$ cat src/rtl/core/nrrc_pkg.sv
// Shared constants, types and the part-to-offset map of the note release rate calculator.
`default_nettype none

package nrrc_pkg;

   localparam int PART_COUNT   = 10;
   localparam int OFFSET_COUNT = 8;
   localparam int INC_W        = 9;

   localparam logic [6:0] NOTE_FLOOR = 7'h15;
   localparam logic [7:0] BASE_MUL   = 8'h76;
   localparam logic [7:0] INC_MUL_A  = 8'h97;
   localparam logic [6:0] INC_MUL_B  = 7'h6D;
   localparam logic [6:0] INC_SPLIT  = 7'h1B;
   localparam logic [INC_W-1:0] INC_HIGH = 9'h0DB;

   // Offset used by each part; parts 8 and 9 share offset 0.
   localparam logic [2:0] PART_SEL [PART_COUNT] = '{
      3'd0, 3'd1, 3'd2, 3'd3, 3'd4, 3'd5, 3'd6, 3'd7, 3'd0, 3'd0
   };

   typedef logic [PART_COUNT-1:0][7:0]   part_arr_type;
   typedef logic [OFFSET_COUNT-1:0][7:0] off_arr_type;

   typedef struct packed {
      logic [3:0]       voice;
      logic [7:0]       base;
      logic [INC_W-1:0] inc;
      part_arr_type     parts;
   } front_out_type;

endpackage

`default_nettype wire

$ cat src/rtl/core/note_release_rate_calc_top.sv
// Top level of the note release rate calculator: ports, lanes and checks.
//
//  channel   | direction | handshake              | payload
//  ----------+-----------+------------------------+-------------------------------------
//  req       | in        | req_tvalid/req_tready  | voice_index, note, part0..9 base
//  rsp       | out       | rsp_tvalid/rsp_tready  | voice_out, speed0..speed9
//  csr       | in        | csr_wr_en              | release scale
//
//  A req transaction passes through note scaling, base/increment multipliers,
//  then lanes plus saturating merge into the output register. One
//  transaction per cycle is sustained while rsp_tready stays high; the 8x8
//  and 8x7 multiplies of the second stage set the clock. Every stage holds
//  its data while the next one is full, so a stalled rsp only fills the pipe
//  ahead of it. Synchronous reset empties the pipe and clears the release scale.
`default_nettype none

module note_release_rate_calc_top
   import nrrc_pkg::*;
(
   input  wire logic        clock,
   input  wire logic        reset,
   input  wire logic        req_tvalid,
   output logic             req_tready,
   // [3:0] voice_index, [10:4] note, [18:11] part0_base ... [90:83] part9_base, [95:91] zero
   input  wire logic [95:0] req_tdata,
   output logic             rsp_tvalid,
   input  wire logic        rsp_tready,
   // [3:0] voice_out, [11:4] speed0 ... [83:76] speed9, [87:84] zero
   output logic [87:0]      rsp_tdata,
   input  wire logic        csr_wr_en,
   input  wire logic [7:0]  csr_wr_data
);

   logic [7:0]    rel_scale_ff;
   part_arr_type  req_parts;
   logic          front_valid;
   logic          merge_ready;
   front_out_type front_data;
   off_arr_type   offsets;
   logic [3:0]    rsp_voice;
   part_arr_type  rsp_speeds;

   // Release scale register; the user must write it only while the pipe is idle, the block does not enforce this.
   always_ff @(posedge clock) begin
      if (reset) begin
         rel_scale_ff <= 8'd0;
      end else if (csr_wr_en) begin
         rel_scale_ff <= csr_wr_data;
      end
   end

   // Unpack part bases from the request data.
   always_comb begin
      for (int p = 0; p < PART_COUNT; p++) begin
         req_parts[p] = req_tdata[11 + 8*p +: 8];
      end
   end

   nrrc_front u_front (
      .clock     (clock),
      .reset     (reset),
      .in_valid  (req_tvalid),
      .in_ready  (req_tready),
      .in_voice  (req_tdata[3:0]),
      .in_note   (req_tdata[10:4]),
      .in_parts  (req_parts),
      .rel_scale (rel_scale_ff),
      .out_valid (front_valid),
      .out_ready (merge_ready),
      .out_data  (front_data)
   );

   // One lane per offset; all eight work on the same transaction.
   for (genvar i = 0; i < OFFSET_COUNT; i++) begin : g_lane
      nrrc_lane #(
         .LANE_INDEX (i)
      ) u_lane (
         .base   (front_data.base),
         .inc    (front_data.inc),
         .offset (offsets[i])
      );
   end

   nrrc_merge u_merge (
      .clock      (clock),
      .reset      (reset),
      .in_valid   (front_valid),
      .in_ready   (merge_ready),
      .in_voice   (front_data.voice),
      .in_parts   (front_data.parts),
      .in_offsets (offsets),
      .out_valid  (rsp_tvalid),
      .out_ready  (rsp_tready),
      .out_voice  (rsp_voice),
      .out_speeds (rsp_speeds)
   );

   // Pack the response: voice in the low nibble, speeds upward, pad with zeros.
   assign rsp_tdata = {4'd0, rsp_speeds, rsp_voice};

   // An empty output register must let every earlier stage drain.
   a_ready_when_empty: assert property (@(posedge clock) disable iff (reset)
      !rsp_tvalid |-> req_tready)
      else $error("request stalled while output register empty");

   // Nothing is presented right after reset.
   a_reset_empty: assert property (@(posedge clock)
      reset |=> !rsp_tvalid)
      else $error("response valid after reset");

   // The increment never exceeds the high-note constant.
   a_inc_range: assert property (@(posedge clock) disable iff (reset)
      front_valid |-> (front_data.inc <= INC_HIGH))
      else $error("increment out of range");

   // Zero base and increment (low notes) must give all-zero offsets.
   a_low_offsets: assert property (@(posedge clock) disable iff (reset)
      (front_valid && front_data.base == 8'd0 && front_data.inc == '0)
         |-> (offsets == '0))
      else $error("nonzero offset for zero base and increment");

endmodule

`default_nettype wire

$ cat src/rtl/core/nrrc_front.sv
// Two-stage front end: note scaling, then base and increment products.
`default_nettype none

module nrrc_front
   import nrrc_pkg::*;
(
   input  wire logic          clock,
   input  wire logic          reset,
   input  wire logic          in_valid,
   output logic               in_ready,
   input  wire logic [3:0]    in_voice,
   input  wire logic [6:0]    in_note,
   input  wire part_arr_type  in_parts,
   input  wire logic [7:0]    rel_scale,
   output logic               out_valid,
   input  wire logic          out_ready,
   output front_out_type      out_data
);

   logic         low;
   logic [6:0]   nb;
   logic [13:0]  prod_a;
   logic [12:0]  prod_b;
   logic         ready1;
   logic         ready2;

   logic         s1_v_ff, s1_v_in;
   logic [3:0]   s1_voice_ff;
   logic         s1_low_ff;
   logic         s1_hinc_ff;
   logic [7:0]   s1_h_ff;
   logic [7:0]   s1_t_ff;
   part_arr_type s1_parts_ff;

   logic [15:0]      bprod;
   logic [14:0]      iprod;
   logic             s2_v_ff, s2_v_in;
   front_out_type    s2_ff, s2_in;

   // Stage 1: note offset and constant products.
   assign low    = in_note < NOTE_FLOOR;
   assign nb     = in_note - NOTE_FLOOR;
   assign prod_a = {7'd0, nb} * {6'd0, BASE_MUL};
   assign prod_b = {8'd0, nb[4:0]} * {5'd0, INC_MUL_A};

   assign ready2   = !s2_v_ff || out_ready;
   assign ready1   = !s1_v_ff || ready2;
   assign in_ready = ready1;

   assign s1_v_in = ready1 ? in_valid : s1_v_ff;
   assign s2_v_in = ready2 ? s1_v_ff : s2_v_ff;

   always_ff @(posedge clock) begin
      if (reset) begin
         s1_v_ff <= 1'b0;
         s2_v_ff <= 1'b0;
      end else begin
         s1_v_ff <= s1_v_in;
         s2_v_ff <= s2_v_in;
      end
   end

   always_ff @(posedge clock) begin
      if (in_valid && ready1) begin
         s1_voice_ff <= in_voice;
         s1_low_ff   <= low;
         s1_hinc_ff  <= nb >= INC_SPLIT;
         s1_h_ff     <= prod_a[13:6];
         s1_t_ff     <= prod_b[12:5];
         s1_parts_ff <= in_parts;
      end
   end

   // Stage 2: scale by the release parameter and form the increment.
   assign bprod = {8'd0, s1_h_ff} * {8'd0, rel_scale};
   assign iprod = {7'd0, s1_t_ff} * {8'd0, INC_MUL_B};

   always_comb begin
      s2_in.voice = s1_voice_ff;
      s2_in.parts = s1_parts_ff;
      if (s1_low_ff) begin
         s2_in.base = 8'd0;
         s2_in.inc  = '0;
      end else begin
         s2_in.base = bprod[14:7];
         s2_in.inc  = s1_hinc_ff ? INC_HIGH : iprod[14:6];
      end
   end

   always_ff @(posedge clock) begin
      if (s1_v_ff && ready2) begin
         s2_ff <= s2_in;
      end
   end

   assign out_valid = s2_v_ff;
   assign out_data  = s2_ff;

endmodule

`default_nettype wire

$ cat src/rtl/core/nrrc_lane.sv
// One offset lane: the accumulator value after a fixed number of increments.
`default_nettype none

module nrrc_lane
   import nrrc_pkg::*;
#(
   parameter int LANE_INDEX = 0
)
(
   input  wire logic [7:0]       base,
   input  wire logic [INC_W-1:0] inc,
   output logic [7:0]            offset
);

   localparam int STEPS = (LANE_INDEX > 0) ? LANE_INDEX - 1 : 0;

   if (LANE_INDEX == 0) begin : g_base
      assign offset = base;
   end else begin : g_acc
      logic [15:0] acc0;
      logic [15:0] acc;

      // Lane 1 seeds the accumulator; later lanes add whole multiples of inc.
      assign acc0   = {base + {7'd0, inc[8]}, inc[7:0]};
      assign acc    = acc0 + ({7'd0, inc} * 16'(STEPS));
      assign offset = acc[15:8];
   end

endmodule

`default_nettype wire

$ cat src/rtl/core/nrrc_merge.sv
// Merge stage: maps lane offsets onto parts, saturating add, output register.
`default_nettype none

module nrrc_merge
   import nrrc_pkg::*;
(
   input  wire logic          clock,
   input  wire logic          reset,
   input  wire logic          in_valid,
   output logic               in_ready,
   input  wire logic [3:0]    in_voice,
   input  wire part_arr_type  in_parts,
   input  wire off_arr_type   in_offsets,
   output logic               out_valid,
   input  wire logic          out_ready,
   output logic [3:0]         out_voice,
   output part_arr_type       out_speeds
);

   logic         v_ff, v_in;
   logic [3:0]   voice_ff;
   part_arr_type speed_ff, speed_in;
   logic [8:0]   sum [PART_COUNT];

   always_comb begin
      for (int p = 0; p < PART_COUNT; p++) begin
         sum[p]      = {1'b0, in_offsets[PART_SEL[p]]} + {1'b0, in_parts[p]};
         speed_in[p] = sum[p][8] ? 8'hFF : sum[p][7:0];
      end
   end

   assign in_ready = !v_ff || out_ready;
   assign v_in     = in_ready ? in_valid : v_ff;

   always_ff @(posedge clock) begin
      if (reset) begin
         v_ff <= 1'b0;
      end else begin
         v_ff <= v_in;
      end
   end

   always_ff @(posedge clock) begin
      if (in_valid && in_ready) begin
         voice_ff <= in_voice;
         speed_ff <= speed_in;
      end
   end

   assign out_valid  = v_ff;
   assign out_voice  = voice_ff;
   assign out_speeds = speed_ff;

endmodule

`default_nettype wire

$ cat config.mk
export PLATFORM = sky130hd
export DESIGN_NAME = note_release_rate_calc_top
export DESIGN_NICKNAME = d
export VERILOG_FILES = /design/src/rtl/core/nrrc_pkg.sv /design/src/rtl/core/note_release_rate_calc_top.sv /design/src/rtl/core/nrrc_front.sv /design/src/rtl/core/nrrc_lane.sv /design/src/rtl/core/nrrc_merge.sv
export SDC_FILE = /design/constraint.sdc
export NUM_CORES = 1
export LEC_CHECK = 0
export ABC_AREA = 1
export ABC_CLOCK_PERIOD_IN_PS = 7650
export BUFFER_PORTS_ARGS = -buffer_cell sky130_fd_sc_hd__buf_2
export CAP_MARGIN = 10
export CORE_MARGIN = 10
export CORE_UTILIZATION = 50
export DETAILED_ROUTE_END_ITERATION = 8
export GPL_TIMING_DRIVEN = 1
export HOLD_SLACK_MARGIN = 0.03
export PLACE_DENSITY = 0.75
export SLEW_MARGIN = 40
export SYNTH_ARGS = -nofsm -noshare
export SYNTH_HDL_FRONTEND = slang
export SYNTH_HIERARCHICAL = 1
export SYNTH_SLANG_ARGS = --single-unit
$ cat constraint.sdc
create_clock -name clock -period 7.65 [get_ports clock]
set_clock_uncertainty 0.2 [all_clocks]
set_input_delay 1.53 -clock clock [delete_from_list [all_inputs] [get_ports clock]]
set_output_delay 1.53 -clock clock [all_outputs]
set_load 0.05 [all_outputs]
==> impl_metrics.py, run 1 <==
metrics = {
    "status": {
        "status": "completed",
    },
    "placement": {
        "io_buffer_count": 189,
        "gp_congestion": 0.868,
        "hpwl_mm": 38.3,
        "place_inst": 3674,
        "placed_area_um2": 25700,
    },
    "timing": {
        "setup_tns_ps": 0,
        "fmax_mhz": 186,
        "maxSlewViolCount": 0,
        "hold_violations": 0,
        "post-route-period-util": 0.701,
        "slew-limit-headroom": 0.485,
        "timing.final.crit_period_ps": 5360,
        "whs_ps": 207,
        "setup_viol": 0,
        "rsz0062_at_grt": "no",
        "worst_pin_slew_ps": 773,
    },
    "synth": {
        "synthFlopType": "edfxtp_1",
        "synthArstFlopShare": 0,
        "syn_area_per_cell_um2": 8.33,
        "synth-edff-count": 287,
        "seq_area_frac_synth": 0.369,
        "ys_ff_latch": 298,
        "postSynthCellCount": 2877,
        "ys_types": 52,
        "yosysWarnings": 6,
        "netlist_area_um2": 24000,
    },
    "cts": {
        "cts-buffers-inserted": 31,
        "cts_buffer_depth": 3,
        "cts_sinks": 298,
        "post_cts_buffers": 0,
        "clkSlewWorstSetupHoldPaths_ps": 60,
        "clk_latency_ps": 580,
        "clk_root_buffer_cell": "clkbuf_16",
        "htree_num_levels": 1,
        "cts_tree": "built",
        "ctsResizeCount": 0,
        "hold_buffers": 0,
    },
    "power_and_ir_drop": {
        "power.static_leakage_nw": 14.0,
        "peakVddDrop_mv": 0.504,
        "power_density_nw_per_um2": 453,
    },
    "detailed_routing": {
        "drtAntennaViolNets": 0,
        "dr_total_vias": 18300,
        "remaining_drc_errors": 0,
        "dr.pass1.iters": 7,
        "drt_iter0_markers": 814,
        "viasPerCell": 4.90,
        "wire_per_inst_um": 13.2,
        "routed_wirelength_mm": 49.4,
    },
    "worst_setup_path": {
        "cp_cell_sequence": "buf_2 > inv_1 > ha_1 > or2_1 > nand2_1 > nand2_2 > nand2_1 > xor2_2 > inv_1 > ha_1 > fa_1 > inv_1 > fa_1 > inv_1 > ha_1 > a21oi_1 > nand2_1 > nand3_1 > nand2_1 > nand2_1 > nand2_1",
        "crit_fanout": 6,
        "cp.arrival_ps": 5490,
        "cpMaxStageDelayCell": "fa_1",
        "critical_path_class": "input pin to flip-flop",
        "cp-start-kind": "input pin",
        "required_ps": 7780,
        "crit_top_cell": "nand2_1",
        "cp-end-kind": "flip-flop",
        "critPathMaxStageDelay_ps": 540,
    },
    "die": {
        "start_util": 0.504,
        "die-area_um2": 57100,
        "die_w_um": 239,
        "core_region_area_um2": 47500,
        "rows": 80,
        "ios": 199,
        "die_h_um": 239,
    },
    "global_route": {
        "grt_max_degree": 69,
        "grt_antenna_before_repair": 0,
        "first_global_vias": 17400,
        "grt_overflow": 0,
        "grt_use_total": 0.172,
        "grt_pass1_wl_mm": 82.0,
    },
    "finish": {
        "fin_cells": 3731,
        "area_growth_syn_to_layout_pct": 11.5,
        "nets": 3569,
        "stdcell_area_um2": 26700,
        "final_util": 0.562,
        "antennaDiodeCount": 0,
        "drive_gt1_frac": 0.121,
    },
    "hold_path": {
        "hp-class": "flip-flop to flip-flop",
    },
    "run": {
        "max_cap_violations": 0,
    },
}
-- layer usage --
metal,global-route usage,vias up,wire length [um]
met5,0,-,0
met1,0.211,8320,21700
met3,0.0247,59,2490
li1,-,9585,-
met2,0.311,336,24200
met4,0.0440,0,1040
-- cells by family (layout without fill, tap and decap cells) --
kind of cell | Yosys count | count (layout) | synth area share
AND/OR/NAND/NOR | 1376 | 1376 | 0.250
flip-flops | 298 | 298 | 0.369
other | 1 | 4 | 0.000156
multiplexers | 3 | 3 | 0.00141
adder cells (fa/ha/maj) | 367 | 367 | 0.214
AO/OA/AOI/OAI | 167 | 167 | 0.0397
buffers and inverters | 582 | 818 | 0.0942
XOR/XNOR | 83 | 83 | 0.0322
-- report_power, final --
group          switching [W]  internal [W]  total (W)
Clock               0.000621      0.000842    0.00146
Sequential          0.000199       0.00219    0.00239
Combinational        0.00520       0.00305    0.00826
-- placed cells by master (no fill, tap or decap), types with 6 or more instances in the layout --
cell and instances:
nand2_1 840, inv_1 548, ha_1 295, edfxtp_1 287, nand3_1 194, buf_2 189, nor2_1 175, a21oi_1 94
fa_1 72, xor2_1 51, nand2_2 35, clkbuf_16 31, o21ai_0 29, xnor2_1 29, nand4_1 24, or2_2 22
nor2_2 18, nor2_4 18, nand3b_1 18, o21bai_1 13, dfxtp_1 11, nand3_2 10, buf_4 9, clkinv_1 7
clkbuf_1 7, o21ai_1 6, nor3_1 6
-- cell type report --
type	instances	area (um^2)
fill	4281	20800
multi-input combinational	2000	12900
sequential	298	8840
inverter	555	2090
timing repair buffer	207	1140
clock buffer	38	802
tap	615	769
clock inverter	18	173
-- worst paths after layout --
check	startpoint	end	slack, ps	cells past startpoint
max	req_tdata[4]	u_front/s1_h_ff[6]	2290	21
max reg2reg	u_front/out_data[85]	u_merge/out_speeds[62]	3100	18
min reg2reg	u_front/s1_parts_ff[49]	u_front/out_data[49]	210	0
min	u_front/s1_parts_ff[49]	u_front/out_data[49]	210	0
-- state kept, by name, indices dropped and copies added (netlist names), 4 cells and up --
register and cells:
rel_scale_ff 8, u_front/out_data 101, u_front/s1_h_ff 8, u_front/s1_parts_ff 80, u_front/s1_t_ff 8, u_front/s1_voice_ff 4, u_merge/out_speeds 80, u_merge/out_voice 4
-- critical path, delay by kind of cell --
family	cells	cell delay (ps)
adders and majority gates	5	1990
and+or+nand+nor	9	930
buffers and inverters	5	590
AOI/OAI and AO/OA	1	160
xor gates and xnor gates	1	300
-- synthesized netlist by cell type (all sizes together) (16+ instances only) --
| library cell | n | share of area |
|---|---|---|
| a21oi | 98 | 0.021 |
| o21bai | 17 | 0.0059 |
| xor2 | 53 | 0.020 |
| edfxtp | 287 | 0.36 |
| or2 | 31 | 0.0082 |
| buf | 16 | 0.0051 |
| fa | 72 | 0.060 |
| o21ai | 36 | 0.0077 |
| nand4 | 24 | 0.0063 |
| ha | 295 | 0.15 |
| nand3 | 205 | 0.045 |
| inv | 554 | 0.087 |
| xnor2 | 30 | 0.012 |
| nor2 | 211 | 0.041 |
| nand3b | 18 | 0.0056 |
| nand2 | 876 | 0.14 |
-- through the flow --
stage | total power (W) | setup slack [ps]
after floorplan | 0.00896 | 278
after global placement | 0.0104 | 1740
after detailed placement | 0.0106 | 1690
after CTS | 0.0122 | 2290
after global routing | 0.0136 | 1900
final | 0.0121 | 2290
(Power assumes the default switching activity.)
==> run 2: changes to the inputs <==
ABC_CLOCK_PERIOD_IN_PS = 4500   (was 7650)
clock period = 4.5 ns   (was 7.65 ns; I/O delays follow)
==> impl_metrics.py, run 2 (synthesis results as in run 1) <==
metrics = {
    "global_route": {
        "first_global_vias": 18100,
        "grt_use_total": 0.178,
        "grt_antenna_before_repair": 0,
        "grt_overflow": 0,
        "grt_pass1_wl_mm": 84.3,
        "grt_max_degree": 94,
    },
    "cts": {
        "cts-buffers-inserted": 35,
        "clk_latency_ps": 550,
        "cts_tree": "built",
        "hold_buffers": 0,
        "cts_sinks": 298,
        "clk_root_buffer_cell": "clkbuf_16",
        "htree_num_levels": 2,
        "clkSlewWorstSetupHoldPaths_ps": 60,
        "cts_buffer_depth": 3,
    },
    "timing": {
        "post-route-period-util": 0.957,
        "slew-limit-headroom": 0.492,
        "worst_pin_slew_ps": 762,
        "setup_viol": 0,
        "hold_violations": 0,
        "timing.final.crit_period_ps": 4300,
        "maxSlewViolCount": 0,
        "fmax_mhz": 232,
        "worst_slack_ps": 195,
    },
    "detailed_routing": {
        "wl_met3_mm": 2.09,
        "drt_iter0_markers": 845,
        "drt-met1-wl_mm": 21.5,
        "remaining_drc_errors": 0,
        "routed_wirelength_mm": 50.3,
        "viasPerCell": 4.90,
        "wire_per_inst_um": 13.2,
        "wl_met2_mm": 25.7,
        "drtAntennaViolNets": 0,
        "dr.pass1.iters": 5,
        "dr_total_vias": 18700,
        "highest_layer": "met4",
    },
    "hold_path": {
        "hp-class": "flip-flop to flip-flop",
        "min_to": "u_front/out_data[70]",
        "hold_depth": 0,
        "min-delay-start": "u_front/s1_parts_ff[70]",
    },
    "worst_setup_path": {
        "reg2reg_slack_ps": 200,
        "r2r_end": "u_front/out_data[95]",
        "cp-start-kind": "flip-flop",
        "cp-end-kind": "flip-flop",
        "cp.arrival_ps": 4410,
        "crit_fanout": 5,
        "reg2regPathDepth": 18,
        "critical_path_class": "flip-flop to flip-flop",
        "r2r-start": "u_front/s1_h_ff[4]",
        "required_ps": 4600,
    },
    "power_and_ir_drop": {
        "power_density_nw_per_um2": 782,
        "peakVddDrop_mv": 0.683,
        "power.static_leakage_nw": 14.5,
    },
    "placement": {
        "io_buffer_count": 189,
        "gp_congestion": 0.893,
        "hpwl_mm": 39.2,
        "dp_slack_ps": -208,
    },
    "finish": {
        "final_util": 0.582,
        "largest_reg_flops": 101,
        "drive_gt1_frac": 0.152,
        "area_growth_syn_to_layout_pct": 15.4,
        "final_common_cell": "nand2_1",
        "antennaDiodeCount": 0,
        "nets": 3652,
        "final_cell_mix": "nand2_1, inv_1, ha_1",
        "n_fill_cell": 4127,
    },
    "die": {
        "die_h_um": 239,
        "start_util": 0.504,
        "core_region_area_um2": 47500,
        "die-area_um2": 57100,
        "rows": 80,
        "ios": 199,
        "die_w_um": 239,
    },
    "run": {
        "max_cap_violations": 0,
    },
    "status": {
        "status": "completed",
    },
}
run 2: cell types whose count changed in the layout (fill, tap and decap cells not counted), moves of 3 or more:
cell       delta
ha_1          -7
a21oi_1       -7
buf_6         -4
o21ai_0       -3
clkbuf_16     +5
buf_4        +81
a21oi_2       +7
ha_4          +6
run 2: how the worst max path moves through the flow:
stage,from,end,slack [ps],cells past startpoint
global route,u_front/s1_h_ff[4],u_front/out_data[96],-5,17
finish,u_front/s1_h_ff[4],u_front/out_data[95],200,18
global placement,req_tdata[5],u_front/s1_h_ff[6],-150,20
detailed placement,req_tdata[5],u_front/s1_h_ff[6],-210,20
floorplan,req_tdata[4],u_front/s1_h_ff[7],7,19
CTS,u_front/s1_h_ff[3],u_front/out_data[96],40,15
run 2: final cells by class:
type / count / area, um^2 / area share
inverter: 555 / 2090 / 0.0754
tap: 615 / 769 / 0.0278
clock buffer: 42 / 933 / 0.0337
sequential: 298 / 8840 / 0.320
clock inverter: 20 / 245 / 0.00886
timing repair buffer: 286 / 1740 / 0.0628
multi-input combinational: 2000 / 13100 / 0.472
run 2: per-layer routing:
layer  vias up  global-route usage
li1       9765                   -
met1      8571               0.209
met2       298               0.329
met3        69              0.0262
met4         0              0.0504
met5         -                   0
run 2: worst max-delay path, stage by stage, from the launching register on:
cell and delay [ps]:
edfxtp_1 390, buf_4 180, nand2_1 60, inv_1 50, fa_1 550, fa_1 440
fa_1 550, inv_1 50, fa_1 530, inv_1 50, ha_1 340, a21oi_1 160
o21ai_1 90, nand2_1 60, nand2_1 40, nor2_1 150, nand2_1 70, nand2_1 60
nor2_1 40
run 2: where the power goes:
group          total (W)  switching [W]  internal [W]  leakage, nW
registers        0.00395       0.000215       0.00373         2.80
logic             0.0148        0.00916       0.00562         11.1
clock network    0.00290        0.00113       0.00177        0.568
run 2: repair_timing:
item / in CTS / in global routing
setup buffers: 0 / 9
setup endpoints to repair: 0 / 8
endpoints found under the hold margin: 0 / 0
resized for setup: 0 / 16
run 2: per-stage QoR:
stage                     area [um^2]  TNS [ps]  total power, W  hold slack (ps)  instances
after global placement          26300     -1100          0.0181              200       3742
after global routing            27700     -5.28          0.0241              224       3816
after CTS                       27500         0          0.0216              216       3805
after floorplan                 24100         0          0.0153              200       2880
after detailed placement        26300     -1860          0.0185              205       3743
final                           27700         0          0.0216              216       3816
==> run 3: changes to the inputs <==
PLACE_DENSITY = 0.76   (was 0.75)
SYNTH_HIERARCHICAL = default   (was 1)
==> impl_metrics.py, run 3 <==
metrics = {
    "cts": {
        "clk_root_buffer_cell": "clkbuf_16",
        "htree_num_levels": 2,
        "cts_sinks": 298,
        "cts-buffers-inserted": 34,
        "clk_latency_ps": 550,
        "cts_tree": "built",
        "cts_buffer_depth": 3,
        "clkSlewWorstSetupHoldPaths_ps": 60,
    },
    "worst_setup_path": {
        "required_ps": 4600,
        "cp-end-kind": "flip-flop",
        "crit_fanout": 6,
        "cp.arrival_ps": 4500,
        "critical_path_class": "flip-flop to flip-flop",
        "cp-start-kind": "flip-flop",
    },
    "synth": {
        "synth-edff-count": 287,
        "seq_area_frac_synth": 0.415,
        "yosysWarnings": 0,
        "ys_ff_latch": 298,
        "synth_top_area_cell": "edfxtp_1",
        "synth.area.top_cells": "edfxtp_1, ha_1, nand2_1",
        "synth_top_area_share": 0.405,
        "syn_area_per_cell_um2": 9.41,
        "synthTopCellsByCount": "nand2_1, inv_1, edfxtp_1, ha_1, a21oi_1",
        "netlist_area_um2": 21300,
        "synthArstFlopShare": 0,
        "ys_types": 46,
        "synthFlopType": "edfxtp_1",
        "postSynthCellCount": 2261,
        "yosys.cell_count.top_type": "nand2_1",
    },
    "power_and_ir_drop": {
        "p_int_w": 0.0109,
        "peakVddDrop_mv": 0.714,
        "power_density_nw_per_um2": 821,
        "switching_share": 0.472,
        "power.static_leakage_nw": 12.2,
        "clkPwrFrac": 0.139,
        "pwr-share-seq": 0.191,
        "power_w": 0.0207,
        "switchingPower_w": 0.00976,
        "pwr-share-comb": 0.670,
    },
    "detailed_routing": {
        "viasPerCell": 5.13,
        "routed_wirelength_mm": 49.1,
        "drt-met1-wl_mm": 20.6,
        "dr.pass1.iters": 6,
        "wl_met2_mm": 25.2,
        "wire_per_inst_um": 15.7,
        "highest_layer": "met4",
        "drt_iter0_markers": 937,
        "wl_met3_mm": 2.34,
        "remaining_drc_errors": 0,
        "drtAntennaViolNets": 0,
        "dr_total_vias": 16100,
    },
    "timing": {
        "fmax_mhz": 227,
        "worst_slack_ps": 102,
        "whs_ps": 216,
        "post-route-period-util": 0.977,
        "slew-limit-headroom": 0.505,
        "maxSlewViolCount": 0,
        "hold_violations": 0,
        "setup_viol": 0,
        "timing.final.crit_period_ps": 4400,
        "rsz0062_at_grt": "yes",
        "worst_pin_slew_ps": 742,
    },
    "die": {
        "die_h_um": 226,
        "start_util": 0.506,
        "rows": 75,
        "die_w_um": 226,
        "ios": 199,
        "core_region_area_um2": 42000,
        "die-area_um2": 51200,
    },
    "global_route": {
        "grt_pass1_wl_mm": 79.2,
        "grt_overflow": 0,
        "first_global_vias": 16200,
        "grt_antenna_before_repair": 0,
        "grt_use_total": 0.190,
        "grt_max_degree": 67,
    },
    "finish": {
        "largest_reg_flops": 101,
        "fin_cells": 3130,
        "antennaDiodeCount": 0,
        "drive_gt1_frac": 0.179,
        "stdcell_area_um2": 25200,
        "final_common_cell": "nand2_1",
        "nets": 3020,
        "n_fill_cell": 3442,
        "area_growth_syn_to_layout_pct": 18.2,
        "final_cell_mix": "nand2_1, inv_1, edfxtp_1",
    },
    "placement": {
        "placed_area_um2": 23600,
        "hpwl_mm": 38.3,
        "place_inst": 3056,
        "io_buffer_count": 189,
        "gp_congestion": 0.939,
        "dp_slack_ps": -312,
    },
    "hold_path": {
        "hp-class": "flip-flop to flip-flop",
    },
    "status": {
        "status": "completed",
    },
    "run": {
        "max_cap_violations": 0,
    },
}
==> run 3: cell types whose count changed after synthesis, moves of 32 or more <==
cell and change:
nand2_1 -323, inv_1 -169, nor2_1 -81, a21oi_1 +52
nand3_1 -52, ha_1 -32, nand2_2 -32
==> run 3: cell type report <==
class	instances	area, um^2	share of cell area
well taps	539	674	0.0268
clock inverters	17	256	0.0102
inverters	388	1480	0.0589
multi-input cells	1554	11200	0.447
clock buffers	41	898	0.0357
flip-flops and latches	298	8840	0.351
repair buffers	293	1760	0.0701
==> run 3: worst max-delay path, stage by stage, from the launching register on <==
cell      delay (ps)
edfxtp_1         490
nand2_1          110
inv_1             50
fa_1             530
fa_1             440
fa_1             540
inv_1             50
fa_1             520
inv_1             40
ha_1             360
nand2_1          140
o21bai_1         320
inv_1            120
a21oi_1          160
nor2_1            60
==> run 3: final timing paths <==
path	startpoint	end	slack, ps	cells after the start
worst max-delay path	u_front.s1_h_ff[5]	u_front.out_data[92]	100	14
worst min-delay path	u_front.s1_parts_ff[29]	u_front.out_data[29]	220	0
worst max register to register	u_front.s1_h_ff[5]	u_front.out_data[92]	100	14
worst min register to register	u_front.s1_parts_ff[29]	u_front.out_data[29]	220	0
==> run 3: power groups by stage <==
stage / Sequential (W) / Combinational (W) / Clock (W)
finish: 0.00395 / 0.0138 / 0.00287
detailed placement: 0.00403 / 0.0131 / 0
global placement: 0.00402 / 0.0127 / 0
CTS: 0.00397 / 0.0133 / 0.00293
global route: 0.00399 / 0.0158 / 0.00303
floorplan: 0.00440 / 0.00947 / 0
==> run 3: logic make-up (layout without fill, tap and decap cells) <==
kind of cell             after synthesis  count (layout)  synth area share
AO/OA/AOI/OAI                        264             264            0.0690
XOR/XNOR                              98              98            0.0403
AND/OR/NAND/NOR                      846             846             0.171
buffers and inverters                412             739            0.0748
adder cells (fa/ha/maj)              342             342             0.229
other                                  1               4          0.000176
flip-flops                           298             298             0.415
==> run 3: repair_timing <==
| item | 4_1_cts | 5_1_grt |
|---|---|---|
| hold buffers | 0 | 0 |
| pin swaps | 0 | 15 |
| gates resized for setup | 2 | 64 |
| setup endpoints to repair | 13 | 39 |
| buffers inserted | 1 | 15 |
| gates cloned | 0 | 0 |
==> run 3: through the flow <==
step	TNS (ps)	utilization
2_1_floorplan	0	-
3_3_place_gp	-1050	0.562
3_5_place_dp	-2430	0.562
4_1_cts	0	0.589
5_1_grt	-58.3	0.598
6_report	0	0.598
==> run 3: layer usage <==
metal	up-vias	global-route usage
li1	8100	-
met1	7537	0.226
met2	370	0.352
met3	58	0.0314
met4	0	0.0448
met5	-	0
